[config.mk]
export PLATFORM = sky130hd
export DESIGN_NAME = result_queue_abandon_filter
export DESIGN_NICKNAME = d
export VERILOG_FILES = /design/src/rtl/raqf_pkg.sv /design/src/rtl/raqf_ram.sv /design/src/rtl/raqf_scan.sv /design/src/rtl/result_queue_abandon_filter.sv
export SDC_FILE = /design/constraint.sdc
export NUM_CORES = 2
export LEC_CHECK = 0
export BUFFER_PORTS_ARGS = -buffer_cell sky130_fd_sc_hd__buf_2
export CAP_MARGIN = 20
export CORE_ASPECT_RATIO = 1.1
export CORE_MARGIN = 2
export CORE_UTILIZATION = 55
export DETAILED_ROUTE_END_ITERATION = 7
export PLACE_DENSITY = 0.77
export SYNTH_ARGS = -nofsm -noshare
export SYNTH_HDL_FRONTEND = slang
export SYNTH_SLANG_ARGS = --single-unit
[constraint.sdc]
create_clock -name clk -period 6.4 [get_ports clk]
set_input_delay 0.64 -clock clk [delete_from_list [all_inputs] [get_ports clk]]
set_output_delay 0.64 -clock clk [all_outputs]
set_load 0.005 [all_outputs]
[src/rtl/raqf_pkg.sv]
// raqf_pkg: word types, request and status codes, and config constants for
// the result queue with abandon filter. No dependencies.
package raqf_pkg;

  localparam int ID_W     = 32;
  localparam int PAY_W    = 32;
  localparam int LIMIT_W  = 5;
  localparam int FILL_W   = 5;
  localparam int CTR_W    = 32;
  localparam int CFG_AW   = 2;
  localparam int CFG_DW   = 32;

  // request kinds
  localparam logic [1:0] REQ_PUSH  = 2'd0;
  localparam logic [1:0] REQ_POP   = 2'd1;
  localparam logic [1:0] REQ_MARK  = 2'd2;
  localparam logic [1:0] REQ_CLEAR = 2'd3;

  // result status codes
  localparam logic [1:0] ST_OK        = 2'd0;
  localparam logic [1:0] ST_DROP_FULL = 2'd1;
  localparam logic [1:0] ST_DROP_ABAN = 2'd2;
  localparam logic [1:0] ST_EMPTY     = 2'd3;

  // register map
  localparam logic [CFG_AW-1:0] ADDR_QUEUE_LIMIT = 2'd0;
  localparam logic [LIMIT_W-1:0] LIMIT_RESET     = 5'd16;

  typedef struct packed {
    logic [1:0]       req_type;
    logic [ID_W-1:0]  in_request_id;
    logic [PAY_W-1:0] in_payload;
  } in_word_t;

  typedef struct packed {
    logic [1:0]        status;
    logic              replaced_entry;
    logic [ID_W-1:0]   out_request_id;
    logic [PAY_W-1:0]  out_payload;
    logic [FILL_W-1:0] fill_level;
    logic [FILL_W-1:0] abandoned_fill;
    logic [CTR_W-1:0]  push_total;
    logic [CTR_W-1:0]  pop_total;
    logic [CTR_W-1:0]  drop_total;
    logic [CTR_W-1:0]  abandoned_drop_total;
  } out_word_t;

  // scan unit report, valid for one cycle
  typedef struct packed {
    logic done;
    logic hit;
  } scan_res_t;

endpackage

[src/rtl/raqf_ram.sv]
// raqf_ram: simple dual-port RAM, one write and one registered read a cycle.
// No dependencies.
module raqf_ram #(
  parameter int DEPTH = 16,
  parameter int WIDTH = 32,
  parameter int AW    = 4
) (
  input  logic             clk,
  input  logic             we,
  input  logic [AW-1:0]    waddr,
  input  logic [WIDTH-1:0] wdata,
  input  logic [AW-1:0]    raddr,
  output logic [WIDTH-1:0] rdata
);

  logic [WIDTH-1:0] mem [DEPTH];

  always_ff @(posedge clk) begin
    if (we) begin
      mem[waddr] <= wdata;
    end
  end

  always_ff @(posedge clk) begin
    rdata <= mem[raddr];
  end

endmodule

[src/rtl/raqf_scan.sv]
// raqf_scan: shared compare unit, walks the abandoned-id RAM one slot a cycle
// looking for a key. Depends on raqf_pkg; drives the RAM read address.
module raqf_scan #(
  parameter int ABANDON_SLOTS = 16,
  parameter int ACW = 5,
  parameter int AAW = 4
) (
  input  logic                   clk,
  input  logic                   rst_n,
  input  logic                   start,
  input  logic [raqf_pkg::ID_W-1:0] key,
  input  logic [ACW-1:0]         n,
  output logic [AAW-1:0]         raddr,
  input  logic [raqf_pkg::ID_W-1:0] rdata,
  output raqf_pkg::scan_res_t    res,
  output logic [AAW-1:0]         hit_idx
);
  import raqf_pkg::*;

  logic              active_r, active_nxt;
  logic              pend_r, pend_nxt;
  logic [AAW-1:0]    pend_idx_r, pend_idx_nxt;
  logic [ACW-1:0]    idx_r, idx_nxt;
  logic [ACW-1:0]    n_r, n_nxt;
  logic [ID_W-1:0]   key_r, key_nxt;
  logic              match;
  logic              at_end;

  assign match   = pend_r && (rdata == key_r);
  assign at_end  = (idx_r >= n_r);
  assign raddr   = idx_r[AAW-1:0];
  assign hit_idx = pend_idx_r;

  always_comb begin
    active_nxt   = active_r;
    pend_nxt     = 1'b0;
    pend_idx_nxt = pend_idx_r;
    idx_nxt      = idx_r;
    n_nxt        = n_r;
    key_nxt      = key_r;
    res.done     = 1'b0;
    res.hit      = 1'b0;
    if (start) begin
      active_nxt = 1'b1;
      idx_nxt    = '0;
      n_nxt      = n;
      key_nxt    = key;
    end else if (active_r) begin
      if (match || at_end) begin
        // result in the same cycle the last read data comes back
        res.done   = 1'b1;
        res.hit    = match;
        active_nxt = 1'b0;
      end else begin
        pend_nxt     = 1'b1;
        pend_idx_nxt = idx_r[AAW-1:0];
        idx_nxt      = idx_r + ACW'(1);
      end
    end
  end

  always_ff @(posedge clk) begin
    if (!rst_n) begin
      active_r <= 1'b0;
      pend_r   <= 1'b0;
    end else begin
      active_r <= active_nxt;
      pend_r   <= pend_nxt;
    end
    pend_idx_r <= pend_idx_nxt;
    idx_r      <= idx_nxt;
    n_r        <= n_nxt;
    key_r      <= key_nxt;
  end

endmodule

[src/rtl/result_queue_abandon_filter.sv]
// result_queue_abandon_filter: result FIFO with abandoned-id set; uses raqf_pkg,
// raqf_ram and raqf_scan. A pop reads the head; other kinds scan the set for the
// request id first. A clear hit moves the last member into its slot; a push into
// a full queue replaces its oldest abandoned entry, else the push is dropped.
// Throughput: one word at a time, busy after accept through the out_valid cycle.
// Result shown one cycle, no stall. Sync reset: queue and set empty, limit 16.
module result_queue_abandon_filter #(
  parameter int FIFO_DEPTH    = 16,
  parameter int ABANDON_SLOTS = 16,
  parameter int BODY_WIDTH    = 32
) (
  input  logic                          clk,
  input  logic                          rst_n,
  // request channel
  input  logic                          start,
  output logic                          busy,
  input  raqf_pkg::in_word_t            in_word,
  // result channel
  output logic                          out_valid,
  output raqf_pkg::out_word_t           out_word,
  // APB config
  input  logic                          psel,
  input  logic                          penable,
  input  logic                          pwrite,
  input  logic [raqf_pkg::CFG_AW-1:0]   paddr,
  input  logic [raqf_pkg::CFG_DW-1:0]   pwdata,
  output logic [raqf_pkg::CFG_DW-1:0]   prdata,
  output logic                          pready
);
  import raqf_pkg::*;

  localparam int FAW  = $clog2(FIFO_DEPTH);
  localparam int FAW1 = FAW + 1;
  localparam int FCW  = $clog2(FIFO_DEPTH + 1);
  localparam int AAW  = (ABANDON_SLOTS > 1) ? $clog2(ABANDON_SLOTS) : 1;
  localparam int ACW  = $clog2(ABANDON_SLOTS + 1);
  localparam int LW   = (FCW > LIMIT_W) ? FCW : LIMIT_W;
  localparam int FWW  = ID_W + BODY_WIDTH;

  // sequencer states
  localparam logic [3:0] S_IDLE  = 4'd0;
  localparam logic [3:0] S_ASCAN = 4'd1;  // look up request id in set
  localparam logic [3:0] S_POP   = 4'd2;  // read head
  localparam logic [3:0] S_POPD  = 4'd3;  // head data back
  localparam logic [3:0] S_FRD   = 4'd4;  // read queued entry i
  localparam logic [3:0] S_FKEY  = 4'd5;  // entry id back, launch scan
  localparam logic [3:0] S_FSCAN = 4'd6;  // is entry i abandoned?
  localparam logic [3:0] S_CRD   = 4'd7;  // read last set member
  localparam logic [3:0] S_CWR   = 4'd8;  // move it into cleared slot
  localparam logic [3:0] S_EMIT  = 4'd9;

  logic [3:0]            state_r, state_nxt;
  logic [1:0]            kind_r, kind_nxt;
  logic [ID_W-1:0]       id_r, id_nxt;
  logic [BODY_WIDTH-1:0] body_r, body_nxt;
  logic [FAW-1:0]        head_r, head_nxt;
  logic [FCW-1:0]        fcount_r, fcount_nxt;
  logic [ACW-1:0]        acount_r, acount_nxt;
  logic [FCW-1:0]        i_r, i_nxt;
  logic [AAW-1:0]        hitidx_r, hitidx_nxt;
  logic [CTR_W-1:0]      push_ctr_r, push_ctr_nxt;
  logic [CTR_W-1:0]      pop_ctr_r, pop_ctr_nxt;
  logic [CTR_W-1:0]      drop_ctr_r, drop_ctr_nxt;
  logic [CTR_W-1:0]      adrop_ctr_r, adrop_ctr_nxt;
  logic [1:0]            res_status_r, res_status_nxt;
  logic                  res_repl_r, res_repl_nxt;
  logic [ID_W-1:0]       res_id_r, res_id_nxt;
  logic [PAY_W-1:0]      res_body_r, res_body_nxt;
  logic [LIMIT_W-1:0]    limit_r;

  // FIFO RAM: {id, body}
  logic                  f_we;
  logic [FAW-1:0]        f_waddr, f_raddr;
  logic [FWW-1:0]        f_wdata, f_rdata;
  // abandoned-id RAM
  logic                  a_we;
  logic [AAW-1:0]        a_waddr, a_raddr, scan_raddr;
  logic [ID_W-1:0]       a_wdata, a_rdata;
  // scan unit
  logic                  scan_start;
  logic [ID_W-1:0]       scan_key;
  scan_res_t             scan_res;
  logic [AAW-1:0]        scan_idx;

  logic                  accept;
  logic [LW-1:0]         lim_q, lim_eff;
  logic                  full;

  // ring slot of offset from head, one compare-subtract
  function automatic logic [FAW-1:0] slot_of(input logic [FAW-1:0] off);
    logic [FAW1-1:0] sum;
    sum = {1'b0, head_r} + {1'b0, off};
    if (sum >= FAW1'(FIFO_DEPTH)) begin
      sum = sum - FAW1'(FIFO_DEPTH);
    end
    return sum[FAW-1:0];
  endfunction

  assign accept = start && !busy;
  assign busy   = (state_r != S_IDLE);

  // effective limit: 0 acts as 1, above depth acts as depth
  assign lim_q   = LW'(limit_r);
  assign lim_eff = (lim_q == '0) ? LW'(1) :
                   (lim_q > LW'(FIFO_DEPTH)) ? LW'(FIFO_DEPTH) : lim_q;
  assign full    = (LW'(fcount_r) >= lim_eff);

  // config port
  assign pready = 1'b1;
  assign prdata = (paddr == ADDR_QUEUE_LIMIT) ? CFG_DW'(limit_r) : '0;

  always_ff @(posedge clk) begin
    if (!rst_n) begin
      limit_r <= LIMIT_RESET;
    end else if (psel && penable && pwrite && pready &&
                 (paddr == ADDR_QUEUE_LIMIT)) begin
      limit_r <= pwdata[LIMIT_W-1:0];
    end
  end

  raqf_ram #(.DEPTH(FIFO_DEPTH), .WIDTH(FWW), .AW(FAW)) u_fifo_ram (
    .clk   (clk),
    .we    (f_we),
    .waddr (f_waddr),
    .wdata (f_wdata),
    .raddr (f_raddr),
    .rdata (f_rdata)
  );

  raqf_ram #(.DEPTH(ABANDON_SLOTS), .WIDTH(ID_W), .AW(AAW)) u_aset_ram (
    .clk   (clk),
    .we    (a_we),
    .waddr (a_waddr),
    .wdata (a_wdata),
    .raddr (a_raddr),
    .rdata (a_rdata)
  );

  raqf_scan #(.ABANDON_SLOTS(ABANDON_SLOTS), .ACW(ACW), .AAW(AAW)) u_scan (
    .clk     (clk),
    .rst_n   (rst_n),
    .start   (scan_start),
    .key     (scan_key),
    .n       (acount_r),
    .raddr   (scan_raddr),
    .rdata   (a_rdata),
    .res     (scan_res),
    .hit_idx (scan_idx)
  );

  always_comb begin
    state_nxt      = state_r;
    kind_nxt       = kind_r;
    id_nxt         = id_r;
    body_nxt       = body_r;
    head_nxt       = head_r;
    fcount_nxt     = fcount_r;
    acount_nxt     = acount_r;
    i_nxt          = i_r;
    hitidx_nxt     = hitidx_r;
    push_ctr_nxt   = push_ctr_r;
    pop_ctr_nxt    = pop_ctr_r;
    drop_ctr_nxt   = drop_ctr_r;
    adrop_ctr_nxt  = adrop_ctr_r;
    res_status_nxt = res_status_r;
    res_repl_nxt   = res_repl_r;
    res_id_nxt     = res_id_r;
    res_body_nxt   = res_body_r;
    f_we           = 1'b0;
    f_waddr        = slot_of(fcount_r[FAW-1:0]);
    f_wdata        = {id_r, body_r};
    f_raddr        = head_r;
    a_we           = 1'b0;
    a_waddr        = acount_r[AAW-1:0];
    a_wdata        = id_r;
    a_raddr        = scan_raddr;
    scan_start     = 1'b0;
    scan_key       = in_word.in_request_id;

    unique case (state_r)
      S_IDLE: begin
        if (accept) begin
          kind_nxt       = in_word.req_type;
          id_nxt         = in_word.in_request_id;
          body_nxt       = BODY_WIDTH'(in_word.in_payload);
          res_status_nxt = ST_OK;
          res_repl_nxt   = 1'b0;
          res_id_nxt     = '0;
          res_body_nxt   = '0;
          if (in_word.req_type == REQ_POP) begin
            state_nxt = S_POP;
          end else begin
            scan_start = 1'b1;
            state_nxt  = S_ASCAN;
          end
        end
      end

      S_POP: begin
        f_raddr   = head_r;
        state_nxt = S_POPD;
      end

      S_POPD: begin
        if (fcount_r == '0) begin
          res_status_nxt = ST_EMPTY;
        end else begin
          res_id_nxt   = f_rdata[FWW-1:BODY_WIDTH];
          res_body_nxt = PAY_W'(f_rdata[BODY_WIDTH-1:0]);
          head_nxt     = (head_r == FAW'(FIFO_DEPTH - 1)) ? '0 : head_r + FAW'(1);
          fcount_nxt   = fcount_r - FCW'(1);
          pop_ctr_nxt  = pop_ctr_r + CTR_W'(1);
        end
        state_nxt = S_EMIT;
      end

      S_ASCAN: begin
        if (scan_res.done) begin
          state_nxt = S_EMIT;
          case (kind_r)
            REQ_PUSH: begin
              if (scan_res.hit) begin
                res_status_nxt = ST_DROP_ABAN;
                adrop_ctr_nxt  = adrop_ctr_r + CTR_W'(1);
              end else if (!full) begin
                f_we         = 1'b1;
                f_waddr      = slot_of(fcount_r[FAW-1:0]);
                fcount_nxt   = fcount_r + FCW'(1);
                push_ctr_nxt = push_ctr_r + CTR_W'(1);
              end else begin
                // full: hunt for the oldest abandoned entry
                i_nxt     = '0;
                state_nxt = S_FRD;
              end
            end
            REQ_MARK: begin
              if (!scan_res.hit && (acount_r < ACW'(ABANDON_SLOTS))) begin
                a_we       = 1'b1;
                a_waddr    = acount_r[AAW-1:0];
                acount_nxt = acount_r + ACW'(1);
              end
            end
            REQ_CLEAR: begin
              if (scan_res.hit) begin
                hitidx_nxt = scan_idx;
                state_nxt  = S_CRD;
              end
            end
            default: begin
              state_nxt = S_EMIT;
            end
          endcase
        end
      end

      S_CRD: begin
        a_raddr   = AAW'(acount_r - ACW'(1));
        state_nxt = S_CWR;
      end

      S_CWR: begin
        a_we       = 1'b1;
        a_waddr    = hitidx_r;
        a_wdata    = a_rdata;
        acount_nxt = acount_r - ACW'(1);
        state_nxt  = S_EMIT;
      end

      S_FRD: begin
        if (i_r >= fcount_r) begin
          res_status_nxt = ST_DROP_FULL;
          drop_ctr_nxt   = drop_ctr_r + CTR_W'(1);
          state_nxt      = S_EMIT;
        end else begin
          f_raddr   = slot_of(i_r[FAW-1:0]);
          state_nxt = S_FKEY;
        end
      end

      S_FKEY: begin
        scan_start = 1'b1;
        scan_key   = f_rdata[FWW-1:BODY_WIDTH];
        state_nxt  = S_FSCAN;
      end

      S_FSCAN: begin
        if (scan_res.done) begin
          if (scan_res.hit) begin
            f_we          = 1'b1;
            f_waddr       = slot_of(i_r[FAW-1:0]);
            push_ctr_nxt  = push_ctr_r + CTR_W'(1);
            adrop_ctr_nxt = adrop_ctr_r + CTR_W'(1);
            res_repl_nxt  = 1'b1;
            state_nxt     = S_EMIT;
          end else begin
            i_nxt     = i_r + FCW'(1);
            state_nxt = S_FRD;
          end
        end
      end

      S_EMIT: begin
        state_nxt = S_IDLE;
      end

      default: begin
        state_nxt = S_IDLE;
      end
    endcase
  end

  always_ff @(posedge clk) begin
    if (!rst_n) begin
      state_r     <= S_IDLE;
      head_r      <= '0;
      fcount_r    <= '0;
      acount_r    <= '0;
      push_ctr_r  <= '0;
      pop_ctr_r   <= '0;
      drop_ctr_r  <= '0;
      adrop_ctr_r <= '0;
    end else begin
      state_r     <= state_nxt;
      head_r      <= head_nxt;
      fcount_r    <= fcount_nxt;
      acount_r    <= acount_nxt;
      push_ctr_r  <= push_ctr_nxt;
      pop_ctr_r   <= pop_ctr_nxt;
      drop_ctr_r  <= drop_ctr_nxt;
      adrop_ctr_r <= adrop_ctr_nxt;
    end
    kind_r       <= kind_nxt;
    id_r         <= id_nxt;
    body_r       <= body_nxt;
    i_r          <= i_nxt;
    hitidx_r     <= hitidx_nxt;
    res_status_r <= res_status_nxt;
    res_repl_r   <= res_repl_nxt;
    res_id_r     <= res_id_nxt;
    res_body_r   <= res_body_nxt;
  end

  // result word straight from state registers during the emit cycle
  assign out_valid                     = (state_r == S_EMIT);
  assign out_word.status               = res_status_r;
  assign out_word.replaced_entry       = res_repl_r;
  assign out_word.out_request_id       = res_id_r;
  assign out_word.out_payload          = res_body_r;
  assign out_word.fill_level           = FILL_W'(fcount_r);
  assign out_word.abandoned_fill       = FILL_W'(acount_r);
  assign out_word.push_total           = push_ctr_r;
  assign out_word.pop_total            = pop_ctr_r;
  assign out_word.drop_total           = drop_ctr_r;
  assign out_word.abandoned_drop_total = adrop_ctr_r;

endmodule
Word-level counts from Yosys, hierarchy flattened:

Memory sizes are Yosys's and may differ from the RTL's. A register that Yosys moved wholly into a read port is not among the register bits.
Cells that the tools add are included.

* register bits: 341
* memory bits (writable): 1536
* input bits: 106
* output and inout port bits: 240
* logic and storage cells: 214
* memories: 2

Memory list
* u_fifo_ram.mem: words 16, width 64, read ports 1, clocked after Yosys merged registers in 1, write ports 1, line raqf_ram.sv:16 `logic [WIDTH-1:0] mem [DEPTH];`
* u_aset_ram.mem: words 16, width 32, read ports 1, clocked after Yosys merged registers in 1, write ports 1, line raqf_ram.sv:16

* $add $sub $neg: 15
* $lt $le $gt $ge: 7
* equal/unequal tests: 29
* muxes and demuxes: 95
* bitwise operators: 4
* reduce and logical (&&, ||, !) cells: 38

Operators with widths (count)
* $mux 32: 15
* $pmux 32 s2: 4
* $add 32x1->32 const B: 4
* $mux 5: 17
* $mux 4: 18
* $eq 32x32->1: 1
* $pmux 4 s8: 1
* $pmux 5 s2: 3
* $ne 2x2->1 const B: 13
* $mux 1: 21
* $reduce_and 7->1: 3
* $add 5x1->5 const B: 4
* $mux 2: 10
* $eq 4x3->1 const B: 4
* $reduce_and 4->1: 4
* $ge 5x5->1: 3
* $eq 4x4->1 const B: 3
* $add 4x4->5: 2
* $ge 5x5->1 const B: 2
* $logic_not 5->1: 2
* $reduce_bool 2->1: 5
* $sub 5x1->5 const B: 2
* $reduce_and 3->1: 3
* $eq 4x2->1 const B: 2
* other kinds (21): 42

Longest topological paths before layout:

* depth in word-level cells: 14
* depth in mapped cells: 14
* gate-level depth less buffers: 12

By module:

A second synthesis with hierarchy kept.

* cell total of the unflattened synthesis: 4096
* area total of the unflattened synthesis: 76081.7 sq um

By module, submodules not included
* raqf_ram (u_fifo_ram): times used 1, cells each 1647, area each 39581.7 sq um, seq. area each 32030.7 sq um
* raqf_ram (u_aset_ram): times used 1, cells each 838, area each 19835.3 sq um, seq. area each 16015.4 sq um
* result_queue_abandon_filter: times used 1, cells each 1447, area each 14448.9 sq um, seq. area each 7287.0 sq um
* raqf_scan: times used 1, cells each 164, area each 2215.9 sq um, seq. area each 1371.3 sq um

Worst setup path after synthesis:

OpenSTA, ideal clock, no wires.

* path kind: in2reg
* start: input port in_word[65] (netlist name)
* end: memory u_fifo_ram.mem[12][0] (netlist name) (enable)
* library setup time: 0.486 ns
* arrival: 5.556 ns
* slack: 0.358 ns
* cell stages on the path: 11
* path buffers: 3
* cells stage by stage: nand2b_1 -> a31o_1 -> buf_2 -> or2_1 -> buf_4 -> nor4bb_4 -> nand2_1 -> buf_4 -> nor3b_1 -> o21ai_0 -> nor2_1

* cells in the longest elaborated chain, start to end: 11

RTL lines
* start, declared: line result_queue_abandon_filter.sv:17 `input raqf_pkg::in_word_t in_word,`
* $eq 2x1->1 *: line result_queue_abandon_filter.sv:190 `if (in_word.req_type == REQ_POP) begin`
* $mux 1 *: line result_queue_abandon_filter.sv:190
* $mux 1 *: line result_queue_abandon_filter.sv:182 `if (accept) begin`
* $pmux 1 s2 *: line result_queue_abandon_filter.sv:180 `unique case (state_r)`
* named net scan_start: line result_queue_abandon_filter.sv:80 `logic scan_start;`
* $mux 2 *: line raqf_scan.sv:43 `if (start) begin`
* $mux 1: line result_queue_abandon_filter.sv:222 `if (scan_res.hit) begin`
* $mux 1: line result_queue_abandon_filter.sv:220 `case (kind_r)`
* $mux 1: line result_queue_abandon_filter.sv:218 `if (scan_res.done) begin`
* $pmux 1 s2: line result_queue_abandon_filter.sv:180
* $mux 1: line raqf_ram.sv:19 `if (we) begin`
* $mux 1 (not written as such): line raqf_ram.sv:20 `mem[waddr] <= wdata;`
* end, declared: line raqf_ram.sv:16

Mark *: on every way through the listed nets, which the timed path passes. The rest lies on a longest branch.

Worst setup path in the final report:

* start: register state_r[3]
* end: memory u_fifo_ram.mem[13][58] (netlist name) (enable)

* cells in the longest elaborated chain, start to end: 12

RTL lines
* start, declared: line result_queue_abandon_filter.sv:52 `logic [3:0] state_r, state_nxt;`
* start signal, assigned: line result_queue_abandon_filter.sv:323 `state_r <= state_nxt;`
* $reduce_bool 4->1: line result_queue_abandon_filter.sv:100 `assign busy = (state_r != S_IDLE);`
* $logic_not 1->1: line result_queue_abandon_filter.sv:99 `assign accept = start && !busy;`
* $logic_and 1x1->1: line result_queue_abandon_filter.sv:99
* $mux 1: line result_queue_abandon_filter.sv:182
* $pmux 1 s2: line result_queue_abandon_filter.sv:180
* $mux 2: line raqf_scan.sv:43
* $mux 1: line result_queue_abandon_filter.sv:222
* $mux 1: line result_queue_abandon_filter.sv:220
* $mux 1: line result_queue_abandon_filter.sv:218
* $pmux 1 s2: line result_queue_abandon_filter.sv:180
* $mux 1: line raqf_ram.sv:19
* $mux 1 (not written as such): line raqf_ram.sv:20

Parallel ways exist; a longest one is shown, timed or not.

==> impl_metrics.json <==
{
  "via_per_inst": 6.109,
  "start_util_pct": 55.24,
  "hold_slack_ns": 0.03986,
  "yosys_warnings": 0,
  "postCtsResizedCells": 0,
  "rows": 143,
  "synth.cell_area_um2": 76100,
  "routed_wl_um": 179500,
  "synth_area_leaders": "edfxtp_1 68%, mux2i_1 7.4%, dfxtp_1 6.7%",
  "ir_worst_vdd_mv": 0.2991,
  "seq_power_share_pct": 53.7,
  "r2r_end": "u_fifo_ram.mem[13][58]",
  "synth-seq-cells": 1973,
  "grt_pass1_vias": 40889,
  "grt_pass1_wl_um": 262100,
  "fin_worst_skew_ns": 0.03468,
  "wl_per_cell_um": 26.23,
  "dieHeight_um": 394.1,
  "drtIter0Drc": 4202,
  "p_int_mw": 21.39,
  "relSlewSlack_pct": 25.48,
  "dieArea_um2": 141400,
  "hold_viol_final": 0,
  "ios": 346,
  "cts.htree.levels": 4,
  "synthDistinctLibCells": 75,
  "r2r_setup_slack_ns": 1.56,
  "synth_top_area_share_pct": 67.83,
  "path_clk_slew_ns": 0.06,
  "crit_family": "simple AND/OR/NAND/NOR gates",
  "cpMaxStageDelayCell": "dfxtp_1",
  "cts_setup_buffers": 0,
  "numCtsBuffers": 183,
  "fin_crit_ns": 4.843,
  "hold_class": "in2reg",
  "required_ns": 6.86,
  "fin_tns_setup_ns": 0,
  "nFillCells": 9466,
  "min_from": "in_word[10]",
  "path_common_cell": "nand2_1",
  "avgSynthCellArea_um2": 17.05,
  "clockPowerShare_pct": 38.7,
  "end_kind": "flop",
  "dp.final_hpwl_um": 100600,
  "synth_edf_count": 1719,
  "synthArstFlopShare_pct": 0,
  "port_buffers": 290,
  "grt_max_degree": 129,
  "swShare_pct": 22.13,
  "arrival_ns": 5.30,
  "min_path_cells": 1,
  "final_layout_size_suffix_gt1_share_pct": 17.58,
  "drtAntennaViolNets": 0,
  "critical_path.max_stage_delay_ns": 0.70,
  "leakagePower_nw": 28.31,
  "cts_tree": "yes",
  "drc_errors": 0,
  "reg2reg_depth": 9,
  "yosysTopAreaCell": "edfxtp_1",
  "timing.rr.start": "state_r[3]",
  "antenna_found_initial": 15,
  "nets": 5010,
  "min_period_over_period_pct": 75.67,
  "slew_viol_final": 0,
  "setup_viol": 0,
  "worstMarginPinSlew_ns": 1.115,
  "via_count": 41807,
  "coreArea_um2": 137800,
  "power.density_nw_per_um2": 318.2,
  "clockBufferDepth": 3,
  "cts_root_buf": "clkbuf_16",
  "die_w_um": 358.7,
  "critPathBufInv": 1,
  "seq_area_frac_synth_pct": 74.51,
  "grt_use_total_pct": 25.25,
  "outcome": "finished, final reports clean",
  "grt_overflow": 0,
  "whs_endpoint": "body_r[10]",
  "drt_pass1_iterations": 5,
  "clkLatencyLatePin_ns": 0.82,
  "crit_type": "reg2reg",
  "crit_fanout": 20,
  "syn2layout_area_growth_pct": 13.46,
  "gp_congestion": 0.8887,
  "max-cap-violations": 0,
  "netlist_instances": 4464,
  "fmax_mhz": 206.5,
  "switchingPower_mw": 6.081,
  "crit_chain": "nor4_1, a31o_2, or2_1, nor4bb_4, nand2_1, mux2i_1, nand2_1, nor2_4, buf_4",
  "synth_top_flop_cell": "edfxtp_1",
  "combinationalPowerShare_pct": 7.6,
  "cp-start-kind": "flop",
  "cts_sinks": 1973,
  "rsz0062_at_grt": "false"
}
[synthesized netlist by cell type, drive strengths merged, types with 66 or more instances]
| cell | n |
|---|---|
| xor2 | 93 |
| clkbuf | 77 |
| buf | 162 |
| nor2 | 199 |
| mux2i | 560 |
| and2 | 81 |
| dfxtp | 254 |
| mux4 | 128 |
| a21oi | 80 |
| nand2 | 181 |
| or4 | 66 |
| o22ai | 256 |
| edfxtp | 1719 |
[area by class of cell]
type	instances	area (um2)	area share, %
multi-input cells	2221	18400	21.31
repair buffers	429	2855	3.307
flip-flops and latches	1973	56700	65.67
well taps	1812	2267	2.626
clock inverters	75	626.9	0.7260
inverters	57	219.0	0.2536
diodes	8	20.02	0.02319
clock buffers	268	5248	6.078
[registers in the layout, indices dropped and copies added, names as in the netlist, 5 cells and up]
signal	flops
i_r	5
push_ctr_r	32
u_aset_ram.mem	512
pop_ctr_r	32
acount_r	5
drop_ctr_r	32
lim_q	5
u_aset_ram.rdata	32
u_fifo_ram.rdata	64
res_body_r	32
body_r	32
adrop_ctr_r	32
fcount_r	5
u_scan.idx_r	5
u_scan.key_r	32
id_r	32
u_scan.n_r	5
res_id_r	32
u_fifo_ram.mem	1024
[logic make-up (layout without fill, tap and decap cells)]
kind of cell	after synthesis	in the layout	synth area share, %
mux	726	726	11.74
other cells	2	36	0.009868
fa+ha+maj	39	39	0.6708
flops	1973	1973	74.51
compound gates	456	456	3.745
simple gates	819	819	5.654
buf+inv	296	829	1.912
xor+xnor	153	153	1.761
[per-layer routing]
layer | part of all wire, % | track usage [%]
met1 | 37 | 32.66
met2 | 50 | 42.08
met3 | 8.3 | 4.495
met4 | 4.4 | 10.66
met5 | 0.038 | 0
[power by group through the flow]
| stage | combinational, mW | sequential, mW | clock (mW) |
|---|---|---|---|
| after CTS | 2.10 | 14.8 | 10.7 |
| after global routing | 2.23 | 14.8 | 11.2 |
| after detailed placement | 2.06 | 15.0 | 0 |
| final | 2.09 | 14.8 | 10.6 |
| after floorplan | 1.52 | 14.9 | 0 |
| after global placement | 2.02 | 15.0 | 0 |
[through the flow]
stage | setup WS, ns | instance area (um2) | cells | util, % | total power, mW
global route | 1.389 | 86330 | 6838 | 62.66 | 28.25
floorplan | 0.3582 | 76200 | 4490 | - | 16.41
global placement | 1.608 | 80040 | 6451 | 58.10 | 17.04
CTS | 1.614 | 86320 | 6835 | 62.66 | 27.61
finish | 1.557 | 86340 | 6843 | 62.67 | 27.47
detailed placement | 1.563 | 80050 | 6452 | 58.10 | 17.10
[what timing repair did]
item | 4_1_cts | 5_1_grt
hold buffers | 40 | 0
endpoints found under the hold margin | 40 | 0
endpoints found under the setup margin | 0 | 0
[placed cells by master, fill, tap and decap left out, types with 66 or more instances in the layout]
master	count
and2_1	79
mux4_2	128
nand2_1	171
nor2_1	166
o22ai_1	256
xor2_1	93
edfxtp_1	1719
a21oi_1	77
buf_4	77
mux2i_1	558
or4_1	66
dfxtp_1	254
buf_2	291
clkbuf_16	190
[worst max path at each step]
stage / start / endpoint / slack [ns] / depth (start not counted)
after floorplan: in_word[65] / u_fifo_ram.mem[12][0] / 0.36 / 11
after global placement: in_word[65] / u_fifo_ram.mem[15][58] / 1.61 / 10
after detailed placement: in_word[65] / u_fifo_ram.mem[15][54] / 1.56 / 10
after CTS: u_scan.key_r[30] / u_fifo_ram.mem[13][58] / 1.61 / 9
after global routing: state_r[3] / u_fifo_ram.mem[15][0] / 1.39 / 9
final: state_r[3] / u_fifo_ram.mem[13][58] / 1.56 / 9
Power figures use the tool's default switching activity.
